$ cat src/rtl/hvq_pkg.sv
// Shared types, constants and helper functions for the half vector to quaternion block.
// Depends on nothing; every rtl file imports it.
package hvq_pkg;

  localparam logic [31:0] SGL_QUIET = 32'h0040_0000;
  localparam logic [31:0] SGL_ONE   = 32'h3F80_0000;
  localparam logic [7:0]  SGL_EXP_ALL = 8'hFF;
  localparam logic [7:0]  SGL_BIAS    = 8'd127;
  localparam logic [4:0]  HALF_EXP_ALL = 5'h1F;
  localparam logic [7:0]  HALF_REBIAS  = 8'd112;
  localparam logic [7:0]  SUBN_BASE    = 8'd103;
  localparam int unsigned ROOT_STEPS = 25;
  localparam logic [4:0]  ROOT_LAST  = 5'(ROOT_STEPS - 1);

  typedef struct packed {
    logic [15:0] x_half;
    logic [15:0] y_half;
    logic [15:0] z_half;
  } req_t;

  typedef struct packed {
    logic [31:0] qx;
    logic [31:0] qy;
    logic [31:0] qz;
    logic [31:0] qw;
  } rsp_t;

  typedef enum logic [2:0] {
    S_IDLE, S_SQ, S_ADD1, S_ADD2, S_DIFF, S_NORM, S_ROOT, S_FIN
  } state_t;

  typedef struct packed {
    logic load;
    logic square;
    logic add_first;
    logic add_second;
    logic diff;
    logic norm_step;
    logic root_init;
    logic root_step;
    logic finish;
  } cmd_t;

  typedef struct packed {
    logic w_ready;
    logic norm_ok;
    logic root_last;
    logic out_free;
  } sts_t;

  // Exact widening of a half-precision pattern to single precision.
  function automatic logic [31:0] widen(input logic [15:0] h);
    logic       sg;
    logic [4:0] ex;
    logic [9:0] fr;
    logic [3:0] p;
    logic [10:0] sh;
    logic [31:0] r;
    sg = h[15];
    ex = h[14:10];
    fr = h[9:0];
    p  = 4'd0;
    for (int i = 0; i < 10; i++) begin
      if (fr[i]) p = 4'(i);
    end
    sh = 11'({1'b0, fr} << (4'd10 - p));
    if (ex == 5'd0) begin
      if (fr == 10'd0) r = {sg, 31'd0};
      else r = {sg, SUBN_BASE + {4'd0, p}, sh[9:0], 13'd0};
    end else if (ex == HALF_EXP_ALL) begin
      r = {sg, SGL_EXP_ALL, fr, 13'd0};
    end else begin
      r = {sg, {3'd0, ex} + HALF_REBIAS, fr, 13'd0};
    end
    return r;
  endfunction

  function automatic logic is_nan(input logic [31:0] b);
    return (b[30:23] == SGL_EXP_ALL) && (b[22:0] != 23'd0);
  endfunction

endpackage

$ cat src/rtl/hvq_ctrl.sv
// Sequencer for the half vector to quaternion block.
// Depends on hvq_pkg; drives commands into hvq_dpath and reads its status.
module hvq_ctrl
  import hvq_pkg::*;
(
  input  logic clk,
  input  logic rst,
  input  logic src_valid,
  output logic src_stall,
  input  sts_t sts,
  output cmd_t cmd
);

  state_t state, state_next;

  always_ff @(posedge clk) begin
    if (rst) state <= S_IDLE;
    else state <= state_next;
  end

  assign src_stall = (state != S_IDLE);

  always_comb begin
    cmd = '0;
    state_next = state;
    case (state)
      S_IDLE: begin
        if (src_valid) begin
          cmd.load = 1'b1;
          state_next = S_SQ;
        end
      end
      S_SQ: begin
        cmd.square = 1'b1;
        state_next = sts.w_ready ? S_FIN : S_ADD1;
      end
      S_ADD1: begin
        cmd.add_first = 1'b1;
        state_next = S_ADD2;
      end
      S_ADD2: begin
        cmd.add_second = 1'b1;
        state_next = S_DIFF;
      end
      S_DIFF: begin
        cmd.diff = 1'b1;
        state_next = S_NORM;
      end
      S_NORM: begin
        if (sts.w_ready) state_next = S_FIN;
        else if (sts.norm_ok) begin
          cmd.root_init = 1'b1;
          state_next = S_ROOT;
        end else cmd.norm_step = 1'b1;
      end
      S_ROOT: begin
        cmd.root_step = 1'b1;
        if (sts.root_last) state_next = S_FIN;
      end
      S_FIN: begin
        if (sts.out_free) begin
          cmd.finish = 1'b1;
          state_next = S_IDLE;
        end
      end
      default: state_next = S_IDLE;
    endcase
  end

endmodule

$ cat src/rtl/hvq_dpath.sv
// Datapath: widening, squares, rounded sum, 1 - s, bit-pair square root, result register.
// Depends on hvq_pkg; steered by hvq_ctrl.
module hvq_dpath
  import hvq_pkg::*;
(
  input  logic clk,
  input  logic rst,
  input  req_t src_data,
  input  cmd_t cmd,
  output sts_t sts,
  input  logic dst_stall,
  output logic dst_valid,
  output rsp_t dst_data
);

  logic [31:0] c [3];
  logic        w_ready;
  logic [31:0] w;
  logic [23:0] sq_m [3];
  logic signed [7:0] sq_e [3];
  logic        sq_z [3];
  logic [23:0] acc_m;
  logic signed [7:0] acc_e;
  logic        acc_z;
  logic [23:0] nrm;
  logic [3:0]  shcnt;
  logic [26:0] rem;
  logic [24:0] root;
  logic [49:0] opnd;
  logic [4:0]  cnt;

  // load-time decode
  logic [31:0] wc [3];
  logic        nan_any, big_any;
  logic [31:0] w_load;
  always_comb begin
    wc[0] = widen(src_data.x_half);
    wc[1] = widen(src_data.y_half);
    wc[2] = widen(src_data.z_half);
    nan_any = is_nan(wc[0]) | is_nan(wc[1]) | is_nan(wc[2]);
    // any component of magnitude one or more drives the sum to at least one
    big_any = (wc[0][30:23] >= SGL_BIAS) | (wc[1][30:23] >= SGL_BIAS) |
              (wc[2][30:23] >= SGL_BIAS);
    if (is_nan(wc[0])) w_load = wc[0] | SGL_QUIET;
    else if (is_nan(wc[1])) w_load = wc[1] | SGL_QUIET;
    else if (is_nan(wc[2])) w_load = wc[2] | SGL_QUIET;
    else w_load = 32'd0;
  end

  // squares
  logic [21:0] prod [3];
  always_comb begin
    for (int i = 0; i < 3; i++) begin
      prod[i] = {1'b1, c[i][22:13]} * {1'b1, c[i][22:13]};
    end
  end

  // rounded add of two non-negative values
  logic [23:0] a_m, b_m, bg_m, sm_m, add_m;
  logic signed [7:0] a_e, b_e, bg_e, sm_e, add_e, dd;
  logic        a_z, b_z, add_z;
  logic [4:0]  dcl;
  logic [49:0] sb;
  logic [50:0] ssum;
  logic [23:0] rm;
  logic        rb, rs, inc;
  logic [24:0] rmi;
  always_comb begin
    a_m = cmd.add_first ? sq_m[0] : acc_m;
    a_e = cmd.add_first ? sq_e[0] : acc_e;
    a_z = cmd.add_first ? sq_z[0] : acc_z;
    b_m = cmd.add_first ? sq_m[1] : sq_m[2];
    b_e = cmd.add_first ? sq_e[1] : sq_e[2];
    b_z = cmd.add_first ? sq_z[1] : sq_z[2];
    if (a_e >= b_e) begin
      bg_m = a_m; bg_e = a_e; sm_m = b_m; sm_e = b_e;
    end else begin
      bg_m = b_m; bg_e = b_e; sm_m = a_m; sm_e = a_e;
    end
    dd   = bg_e - sm_e;
    // beyond 26 places the smaller operand only acts as sticky
    dcl  = (dd > 8'sd26) ? 5'd26 : dd[4:0];
    sb   = {sm_m, 26'd0} >> dcl;
    ssum = {1'b0, bg_m, 26'd0} + {1'b0, sb};
    if (ssum[50]) begin
      rm = ssum[50:27]; rb = ssum[26]; rs = |ssum[25:0];
    end else begin
      rm = ssum[49:26]; rb = ssum[25]; rs = |ssum[24:0];
    end
    inc = rb & (rs | rm[0]);
    rmi = {1'b0, rm} + {24'd0, inc};
    add_e = bg_e + {7'd0, ssum[50]} + {7'd0, rmi[24]};
    add_m = rmi[24] ? 24'h80_0000 : rmi[23:0];
    add_z = 1'b0;
    if (b_z) begin
      add_m = a_m; add_e = a_e; add_z = a_z;
    end else if (a_z) begin
      add_m = b_m; add_e = b_e; add_z = 1'b0;
    end
  end

  // 1 - s in units of 2^-24
  logic [24:0] nval, base;
  logic [7:0]  shw;
  logic [48:0] wide;
  always_comb begin
    shw  = 8'(-acc_e - 8'sd1);
    wide = {acc_m, 25'd0} >> shw[5:0];
    base = 25'h100_0000 - {1'b0, wide[48:25]};
    if (acc_z) nval = 25'h100_0000;
    else if (acc_e >= 8'sd0) nval = 25'd0;
    else if (acc_e == -8'sd1) nval = 25'h100_0000 - {1'b0, acc_m};
    else if (wide[24] && (wide[23:0] != 24'd0)) nval = base - 25'd1;
    else if (wide[24]) nval = base[0] ? base - 25'd1 : base;
    else nval = base;
  end

  // one root digit
  logic [28:0] cur, trial;
  always_comb begin
    cur   = {rem, opnd[49:48]};
    trial = {2'd0, root, 2'b01};
  end

  // result packing
  logic [24:0] q;
  logic [7:0]  qexp;
  logic [31:0] qw;
  always_comb begin
    q    = {1'b0, root[24:1]} + {24'd0, root[0]};
    qexp = q[24] ? (SGL_BIAS - {4'd0, shcnt}) : (SGL_BIAS - 8'd1 - {4'd0, shcnt});
    qw   = w_ready ? w : {1'b0, qexp, q[24] ? 23'd0 : q[22:0]};
  end

  always_ff @(posedge clk) begin
    if (cmd.load) begin
      for (int i = 0; i < 3; i++) c[i] <= wc[i];
      w_ready <= nan_any | big_any;
      w <= w_load;
    end
    if (cmd.square) begin
      for (int i = 0; i < 3; i++) begin
        sq_z[i] <= (c[i][30:23] == 8'd0);
        sq_m[i] <= prod[i][21] ? {prod[i], 2'd0} : {prod[i][20:0], 3'd0};
        sq_e[i] <= 8'($signed({2'd0, c[i][30:23], 1'b0}) - 11'sd254
                      + {10'd0, prod[i][21]});
      end
    end
    if (cmd.add_first || cmd.add_second) begin
      acc_m <= add_m; acc_e <= add_e; acc_z <= add_z;
    end
    if (cmd.diff) begin
      nrm   <= nval[23:0];
      shcnt <= 4'd0;
      if (nval == 25'd0) begin
        w_ready <= 1'b1; w <= 32'd0;
      end else if (nval[24]) begin
        w_ready <= 1'b1; w <= SGL_ONE;
      end
    end
    if (cmd.norm_step) begin
      nrm   <= nrm << 2;
      shcnt <= shcnt + 4'd1;
    end
    if (cmd.root_init) begin
      opnd <= {nrm, 26'd0};
      rem  <= '0;
      root <= '0;
      cnt  <= '0;
    end
    if (cmd.root_step) begin
      opnd <= opnd << 2;
      cnt  <= cnt + 5'd1;
      if (cur >= trial) begin
        rem  <= 27'(cur - trial);
        root <= {root[23:0], 1'b1};
      end else begin
        rem  <= cur[26:0];
        root <= {root[23:0], 1'b0};
      end
    end
    if (cmd.finish) dst_data <= '{qx: c[0], qy: c[1], qz: c[2], qw: qw};
  end

  always_ff @(posedge clk) begin
    if (rst) dst_valid <= 1'b0;
    else if (cmd.finish) dst_valid <= 1'b1;
    else if (!dst_stall) dst_valid <= 1'b0;
  end

  assign sts.w_ready   = w_ready;
  assign sts.norm_ok   = nrm[23:22] != 2'd0;
  assign sts.root_last = (cnt == ROOT_LAST);
  assign sts.out_free  = !dst_valid || !dst_stall;

  a_no_overwrite: assert property (@(posedge clk) disable iff (rst)
    cmd.finish |-> (!dst_valid || !dst_stall)) else $error("result overwritten");
  a_norm_nonzero: assert property (@(posedge clk) disable iff (rst)
    cmd.norm_step |-> (nrm != 24'd0) && (shcnt < 4'd12)) else $error("bad normalize");
  a_root_count: assert property (@(posedge clk) disable iff (rst)
    cmd.root_step |-> (cnt <= ROOT_LAST)) else $error("root overrun");
  a_root_normed: assert property (@(posedge clk) disable iff (rst)
    cmd.root_init |-> (nrm[23:22] != 2'd0)) else $error("root of unnormalized value");

endmodule

$ cat src/rtl/half_vector_to_quaternion.sv
// Top level: half-precision vector components in, single-precision quaternion out.
// Depends on hvq_pkg, hvq_ctrl and hvq_dpath.
//
//  channel | direction | handshake            | payload
//  src     | in        | src_valid/src_stall  | req_t {x_half, y_half, z_half}
//  dst     | out       | dst_valid/dst_stall  | rsp_t {qx, qy, qz, qw}
//
// One item at a time. After squaring, the result is packed at once when a NaN or
// a component of magnitude one or more settles w at load; otherwise the two adds
// and the 1 - s step follow, and the result is packed when 1 - s is exactly zero
// or one. Else n (0 to 11) two-bit normalize shifts and the 25-step bit-pair
// square root loop run before packing. The sequencer then returns to idle,
// where the next transfer is taken.
// rst is synchronous and clears the sequencer and the result valid flag.
// A new item is taken while the previous result waits in the output register;
// the final cycle holds only while that register is still occupied.
module half_vector_to_quaternion
  import hvq_pkg::*;
(
  input  logic clk,
  input  logic rst,
  input  logic src_valid,
  output logic src_stall,
  input  req_t src_data,
  output logic dst_valid,
  input  logic dst_stall,
  output rsp_t dst_data
);

  cmd_t cmd;
  sts_t sts;

  // sequence the square, sum, difference and root steps
  hvq_ctrl u_ctrl (
    .clk       (clk),
    .rst       (rst),
    .src_valid (src_valid),
    .src_stall (src_stall),
    .sts       (sts),
    .cmd       (cmd)
  );

  // arithmetic and result register
  hvq_dpath u_dpath (
    .clk       (clk),
    .rst       (rst),
    .src_data  (src_data),
    .cmd       (cmd),
    .sts       (sts),
    .dst_stall (dst_stall),
    .dst_valid (dst_valid),
    .dst_data  (dst_data)
  );

endmodule
$ cat config.mk
export PLATFORM = sky130hd
export DESIGN_NAME = half_vector_to_quaternion
export DESIGN_NICKNAME = d
export VERILOG_FILES = /design/src/rtl/hvq_pkg.sv /design/src/rtl/hvq_ctrl.sv /design/src/rtl/hvq_dpath.sv /design/src/rtl/half_vector_to_quaternion.sv
export SDC_FILE = /design/constraint.sdc
export NUM_CORES = 2
export LEC_CHECK = 0
export BUFFER_PORTS_ARGS = -buffer_cell sky130_fd_sc_hd__buf_2
export CORE_ASPECT_RATIO = 1.5
export CORE_MARGIN = 3
export CORE_UTILIZATION = 40
export DETAILED_ROUTE_END_ITERATION = 8
export PLACE_DENSITY = 0.53
export SLEW_MARGIN = 20
export SYNTH_ARGS = -nofsm -noshare
export SYNTH_HDL_FRONTEND = slang
export SYNTH_SLANG_ARGS = --single-unit
$ cat constraint.sdc
create_clock -name clk -period 26.5 [get_ports clk]
set_input_delay 1.325 -clock clk [delete_from_list [all_inputs] [get_ports clk]]
set_output_delay 1.325 -clock clk [all_outputs]
set_load 0.02 [all_outputs]
## After elaboration in Yosys (flattened, before gate mapping)

Memory sizes are Yosys's and may differ from the RTL's.
Cells that the tools add are included.

| operators by class | value |
|---|---|
| add/sub/neg operators | 31 |
| $mul | 3 |
| order comparisons | 7 |
| equal/unequal tests | 20 |
| shifts and indexed selects | 5 |
| muxes and demuxes | 118 |
| bitwise operators | 7 |
| reductions and logical operators | 30 |

Operators by type and width:

| kind | count |
|---|---|
| 24-bit 2-to-1 mux | 13 |
| 31-bit 2-to-1 mux | 10 |
| 32-bit 2-to-1 mux | 7 |
| 25-bit 2-to-1 mux | 8 |
| 50-bit 2-to-1 mux | 2 |
| 27-bit 2-to-1 mux | 3 |
| 23-bit nonzero test | 3 |
| 11-bit by 11-bit multiplier with 22-bit output | 3 |
| 4-bit 2-to-1 mux | 14 |
| 8-bit 2-to-1 mux | 7 |
| 50-bit by 50-bit adder with 51-bit output | 1 |
| 24-bit by 1-bit adder with 25-bit output | 2 |
| 50-bit by 5-bit right shift with 50-bit output | 1 |
| 25-bit by 24-bit subtractor with 25-bit output (first input constant) | 2 |
| 49-bit by 6-bit right shift with 49-bit output | 1 |
| 3-bit 2-to-1 mux | 14 |
| 8-bit by 1-bit adder with 8-bit output | 5 |
| 10-bit logical NOT | 3 |
| 10-bit by 4-bit left shift with 10-bit output | 3 |
| 29-bit by 27-bit >= comparator with 1-bit output | 1 |
| 1-bit 2-to-1 mux | 29 |
| 27-bit subtractor | 1 |
| 26-bit OR reduction | 1 |
| 25-bit logical NOT | 1 |
| other kinds (41) | 86 |

| word-level totals | value |
|---|---|
| register bits after elaboration | 307 |
| memory bits (writable) | 195 |
| input bits | 52 |
| output and inout port bits | 130 |
| logic and storage cells | 245 |
| memories | 4 |

Memories:

| memory | depth | width | rd ports | clocked after Yosys merged registers in | wr ports | RTL line | RTL |
|---|---|---|---|---|---|---|---|
| u_dpath.c | 3 | 32 | 3 | 0 | 3 | hvq_dpath.sv:16 | `logic [31:0] c [3];` |
| u_dpath.sq_m | 3 | 24 | 3 | 0 | 3 | hvq_dpath.sv:19 | `logic [23:0] sq_m [3];` |
| u_dpath.sq_e | 3 | 8 | 3 | 0 | 3 | hvq_dpath.sv:20 | `logic signed [7:0] sq_e [3];` |
| u_dpath.sq_z | 3 | 1 | 3 | 0 | 3 | hvq_dpath.sv:21 | `logic sq_z [3];` |

## Logic depth before layout (Yosys ltp)

| logic depth | value |
|---|---|
| depth after elaboration | 22 |
| depth in mapped cells | 71 |
| depth with buffers taken out | 58 |

## By module

A second synthesis with hierarchy kept.

| unflattened totals | value |
|---|---|
| cell total of the unflattened synthesis | 4,153 |
| area total of the unflattened synthesis | 39,900.8 sq um |

Modules (own cells, without submodules):

| module | times used | cells each | area each (sq um) | seq. area each (sq um) |
|---|---|---|---|---|
| hvq_dpath | 1 | 4,117 | 39,634.3 | 11,921.4 |
| hvq_ctrl | 1 | 36 | 266.5 | 60.1 |

## Worst setup path after synthesis

No wires, ideal clock.

| timing path | value |
|---|---|
| path kind | register to register |
| start | register u_ctrl.state[0] |
| end | register u_dpath.acc_e[7] (data pin) |
| setup time | 255 ps |
| data arrival time | 14,520 ps |
| required time | 26,245 ps |
| slack | 11,726 ps |
| cell stages (with the launch flop) | 68 |
| path buffers | 15 |
| clock period less this slack | 14,774 ps |
| path through | dfxtp_1 -> inv_1 -> ha_1 -> clkbuf_1 -> nor2b_1 -> buf_2 -> buf_1 -> clkbuf_1 -> buf_1 -> buf_1 -> nand2_1 -> nand2_1 -> ha_1 -> and4_1 -> nand2_1 -> o211ai_1 -> o31a_1 -> buf_2 -> [32 not listed] -> a21oi_1 -> ha_1 -> and3_1 -> nand2b_1 -> nor2_1 -> nand3_1 -> a2111oi_0 -> nand4_1 -> nor3_1 -> and3_1 -> xor2_1 -> ha_1 -> and2_1 -> a41oi_1 -> o21ai_0 -> o41ai_1 -> a22o_1 -> nor2_1 |

| on the way | value |
|---|---|
| cells in the longest elaborated chain, start to end | 18 |
| elaborated cells on any way between the ends | 30 |
| those cells by class | add/sub (5); order compare (2); eq/ne (1); shift (1); mux (17); bitwise (2); reduce/logical (2) |

Ends and longest elaborated chain:

| element | RTL line | RTL |
|---|---|---|
| start: declaration | hvq_ctrl.sv:14 | `state_t state, state_next;` |
| start signal: assignment | hvq_ctrl.sv:18 | `else state <= state_next;` |
| 3-bit by 2-bit equality test with 1-bit output * | hvq_ctrl.sv:26 | `case (state)` |
| 1-bit 2-to-1 mux * | hvq_ctrl.sv:26 |  |
| 8-bit 2-to-1 mux (on tied branches) | hvq_dpath.sv:70, hvq_dpath.sv:73 |  |
| 8-bit >= comparator | hvq_dpath.sv:75 | `if (a_e >= b_e) begin` |
| 8-bit 2-to-1 mux | hvq_dpath.sv:75 |  |
| 8-bit subtractor | hvq_dpath.sv:80 | `dd = bg_e - sm_e;` |
| 8-bit by 6-bit > comparator with 1-bit output | hvq_dpath.sv:82 | `dcl = (dd > 8'sd26) ? 5'd26 : dd[4:0];` |
| 5-bit 2-to-1 mux | hvq_dpath.sv:82 |  |
| [3 not listed] | - |  |
| 1-bit 2-to-1 mux | hvq_dpath.sv:85 | `if (ssum[50]) begin` |
| 1-bit OR | hvq_dpath.sv:90 | `inc = rb & (rs \| rm[0]);` |
| 1-bit AND | hvq_dpath.sv:90 |  |
| 24-bit by 1-bit adder with 25-bit output | hvq_dpath.sv:91 | `rmi = {1'b0, rm} + {24'd0, inc};` |
| 8-bit by 1-bit adder with 8-bit output | hvq_dpath.sv:92 | `add_e = bg_e + {7'd0, ssum[50]} + {7'd0, rmi[24]};` |
| 8-bit 2-to-1 mux | hvq_dpath.sv:97 | `end else if (a_z) begin` |
| 8-bit 2-to-1 mux * | hvq_dpath.sv:95 | `if (b_z) begin` |
| named net u_dpath.add_e[7] | hvq_dpath.sv:60 | `logic signed [7:0] a_e, b_e, bg_e, sm_e, add_e, dd;` |
| end signal: assignment | hvq_dpath.sv:150 | `acc_m <= add_m; acc_e <= add_e; acc_z <= add_z;` |
| end: declaration | hvq_dpath.sv:23 | `logic signed [7:0] acc_e;` |

Mark *: on every way through the listed nets, which the timed path passes. The rest lies on a longest branch.
A chain may end at the register's enable or synchronous reset.

## Final worst setup path

Same ends and word-level chain as after synthesis.

==> metrics <==
Ys Warns 0; Die Wd 263 µm; Final Hold Fails 0; ys async rst share 0; Adder-Cell Fraction of Synth Area 0.180; Max Cap Viol 0; fin crit share 0.604; Die Ht roughly 390 µm; most frequent cells in the layout nand2_1 (453), inv_1 (406), edfxtp_1 (373); post-DR wirelength/cell 22.3 µm; kind of critical path flip-flop to flip-flop; post-synth top area share 0.283; layout cell share with drive strength beyond 1 0.116; footprint of the multi-input gates 0.0252 mm²; Top cell by count, worst path buf_4; area share of and/or/nand/nor cells after synthesis 0.171; CTS tree done; gr usage total 0.236; Clk pin slew, worst setup/hold paths 70 ps; Reg area between 0.01 and 0.015 mm²; CTS resizes 0; worst-case clock buffer depth 3; Final GP Congestion 0.952; slew margin rel. 0.200; clk root buf clkbuf_16; vias in the first global route 31,800; Gate Count Post-Synth 4,215; Req. time, crit path around 27,000 ps; GRT busiest layer met2; GR Util met3 0.0253; Max Fclk 62.5 MHz; antenna violations before repair 2; RSZ-0062 raised after global routing no; Num Clock Sinks 412; syn_area_per_cell 9.41 µm²; Slew Viols, Final 0; M1 GR Usage 0.277; Congestion Overflow GR 0; H-tree depth 2; Final setup viols 0; Worst setup EP type flip-flop; worst-path fanout max 56; Vias/cell ~5.7; setup TNS 0 ps; WL final 124,000 µm; final net count 4,759; sequential fraction of the synthesis area 0.302; synth unique cells 98; fill cell count approximately 9,700; DR pass1 iterations 8; row count 140; startpoint types flip-flop; Mapped Area 0.0396 mm²; XOR/XNOR share of the synthesized area 0.0542; GR Layer Usage met2 0.424; die area 0.103 mm²; CP max-delay cell o31ai_2; critical path's largest stage delay ~780 ps; Layout area overhead 8.47%; Routed Antenna Nets 0; outcome completed; clock period minus worst slack 16,010 ps; Slew @ Worst Pin roughly 1200 ps; Main synth FF type edfxtp_1; IO Count 182; Synth Area in Compound Gates 0.139; setup bufs post-CTS 0; Via Count between 30,000 and 40,000; PortBufs 142; core area roughly 0.098 mm²; Iteration-0 DRC Markers between 2,000 and 2,500; initial core utilization 0.406; dpl hpwl roughly 100,000 µm; post-synthesis mux area share 0.0868; cell taking the most area after synthesis edfxtp_1; worst setup margin 10,490 ps; first-pass GRT wire length 189,000 µm; drt drc 0; CTS Buf Count 47; Post-synth EDFFs 373; worst skew pair latency 610 ps; largest family of logic cells by synthesized area adder cells; flops & latches, synth 412; commonest non-fill, non-tap cell in the layout nand2_1; clk_skew 23.9 ps; Synth area leaders edfxtp_1 (28%), fa_1 (9.7%), ha_1 (8.2%), mux4_2 (4.4%), nand2_1 (4.3%); pre-CTS WS ~11,000 ps; Post-CTS Hold Fix Bufs 0; Arr. time, crit path 16,370 ps; Hold Path Class flip-flop to flip-flop; largest net degree at the start of global routing 78
-- cells in the mapped netlist, types with 21 or more instances --
library cell / instances
a211oi_1: 33
a21o_1: 35
a21oi_1: 204
a221oi_1: 24
a22o_1: 24
a31oi_1: 27
and2_1: 106
and3_1: 46
buf_1: 21
buf_4: 43
clkbuf_1: 155
dfxtp_1: 39
edfxtp_1: 373
fa_1: 193
ha_1: 261
inv_1: 407
mux2_2: 78
mux2i_1: 79
mux4_2: 78
nand2_1: 454
nand2b_1: 38
nand3_1: 116
nand4_1: 30
nor2_1: 322
nor2b_1: 58
nor3_1: 97
nor4_1: 23
o211ai_1: 22
o21ai_0: 150
o21bai_1: 57
o22ai_1: 21
o31ai_1: 47
or2_2: 22
or3_1: 29
xnor2_1: 169
xor2_1: 73
-- per-layer routing --
layer	vias to the layer above	routed length, µm
met3	280	5100
met2	898	63100
met5	-	0
met1	15600	48600
met4	0	7370
li1	15000	-
-- final timing paths --
| check | from | to | slack [ps] | cells past startpoint |
|---|---|---|---|---|
| worst min register to register | u_dpath.c[0][31]$_DFFE_PP_ | u_dpath.dst_data[127]$_DFFE_PP_ | 420 | 0 |
| worst max-delay path | u_ctrl.state[0]$_SDFFE_PP0P_ | u_dpath.acc_e[7]$_DFFE_PP_ | 10490 | 58 |
| worst max register to register | u_ctrl.state[0]$_SDFFE_PP0P_ | u_dpath.acc_e[7]$_DFFE_PP_ | 10490 | 58 |
| worst min-delay path | u_dpath.c[0][31]$_DFFE_PP_ | u_dpath.dst_data[127]$_DFFE_PP_ | 420 | 0 |
-- cell families (layout without fill, tap and decap cells) --
logic type,Yosys count,in the layout
AOI/OAI and AO/OA,815,815
xor gates and xnor gates,243,243
adders and majority gates,454,454
buffers and inverters,650,688
DFF,412,412
muxes,236,236
other,1,40
and+or+nand+nor,1404,1404
-- cell type report --
type                       count  share of cell area
clock buffer                  58              0.0290
antenna                        1           0.0000582
inverter                     408              0.0356
timing repair buffer         193              0.0259
clock inverter                29             0.00655
tap                         1278              0.0372
multi-input combinational   3191               0.587
sequential                   412               0.279
-- worst max-delay path: cells and delay by family (launching register included) --
kind	cells	cell delay (ps)
buffers and inverters	8	2720
XOR/XNOR	1	90
AO/OA/AOI/OAI	24	7150
AND/OR/NAND/NOR	16	2640
flip-flops	1	330
adder cells (fa/ha/maj)	6	1750
multiplexers	3	970
-- registers in the layout, indices dropped and copies added (netlist names) --
| signal | flops |
|---|---|
| u_dpath.dst_data | 86 |
| u_dpath.sq_m | 66 |
| u_dpath.c | 54 |
| u_dpath.w | 32 |
| u_dpath.rem | 27 |
| u_dpath.root | 25 |
| u_dpath.acc_m | 24 |
| u_dpath.nrm | 24 |
| u_dpath.opnd | 24 |
| u_dpath.sq_e | 24 |
| u_dpath.acc_e | 8 |
| u_dpath.cnt | 5 |
| u_dpath.shcnt | 4 |
| u_ctrl.state | 3 |
| u_dpath.sq_z | 3 |
| u_dpath.acc_z | 1 |
| u_dpath.dst_valid | 1 |
| u_dpath.w_ready | 1 |
-- through the flow --
step           utilization  std cells  hold slack, ps  area, µm²
3_3_place_gp         0.424       5481             402      41400
4_1_cts              0.440       5568             421      43000
6_report             0.440       5570             419      43000
3_5_place_dp         0.424       5481             412      41400
2_1_floorplan            -       4253             400      39800
5_1_grt              0.440       5569             429      43000
Power is not shown: default switching activity piles up to over one toggle a cycle in this logic, so the estimate is an artifact.
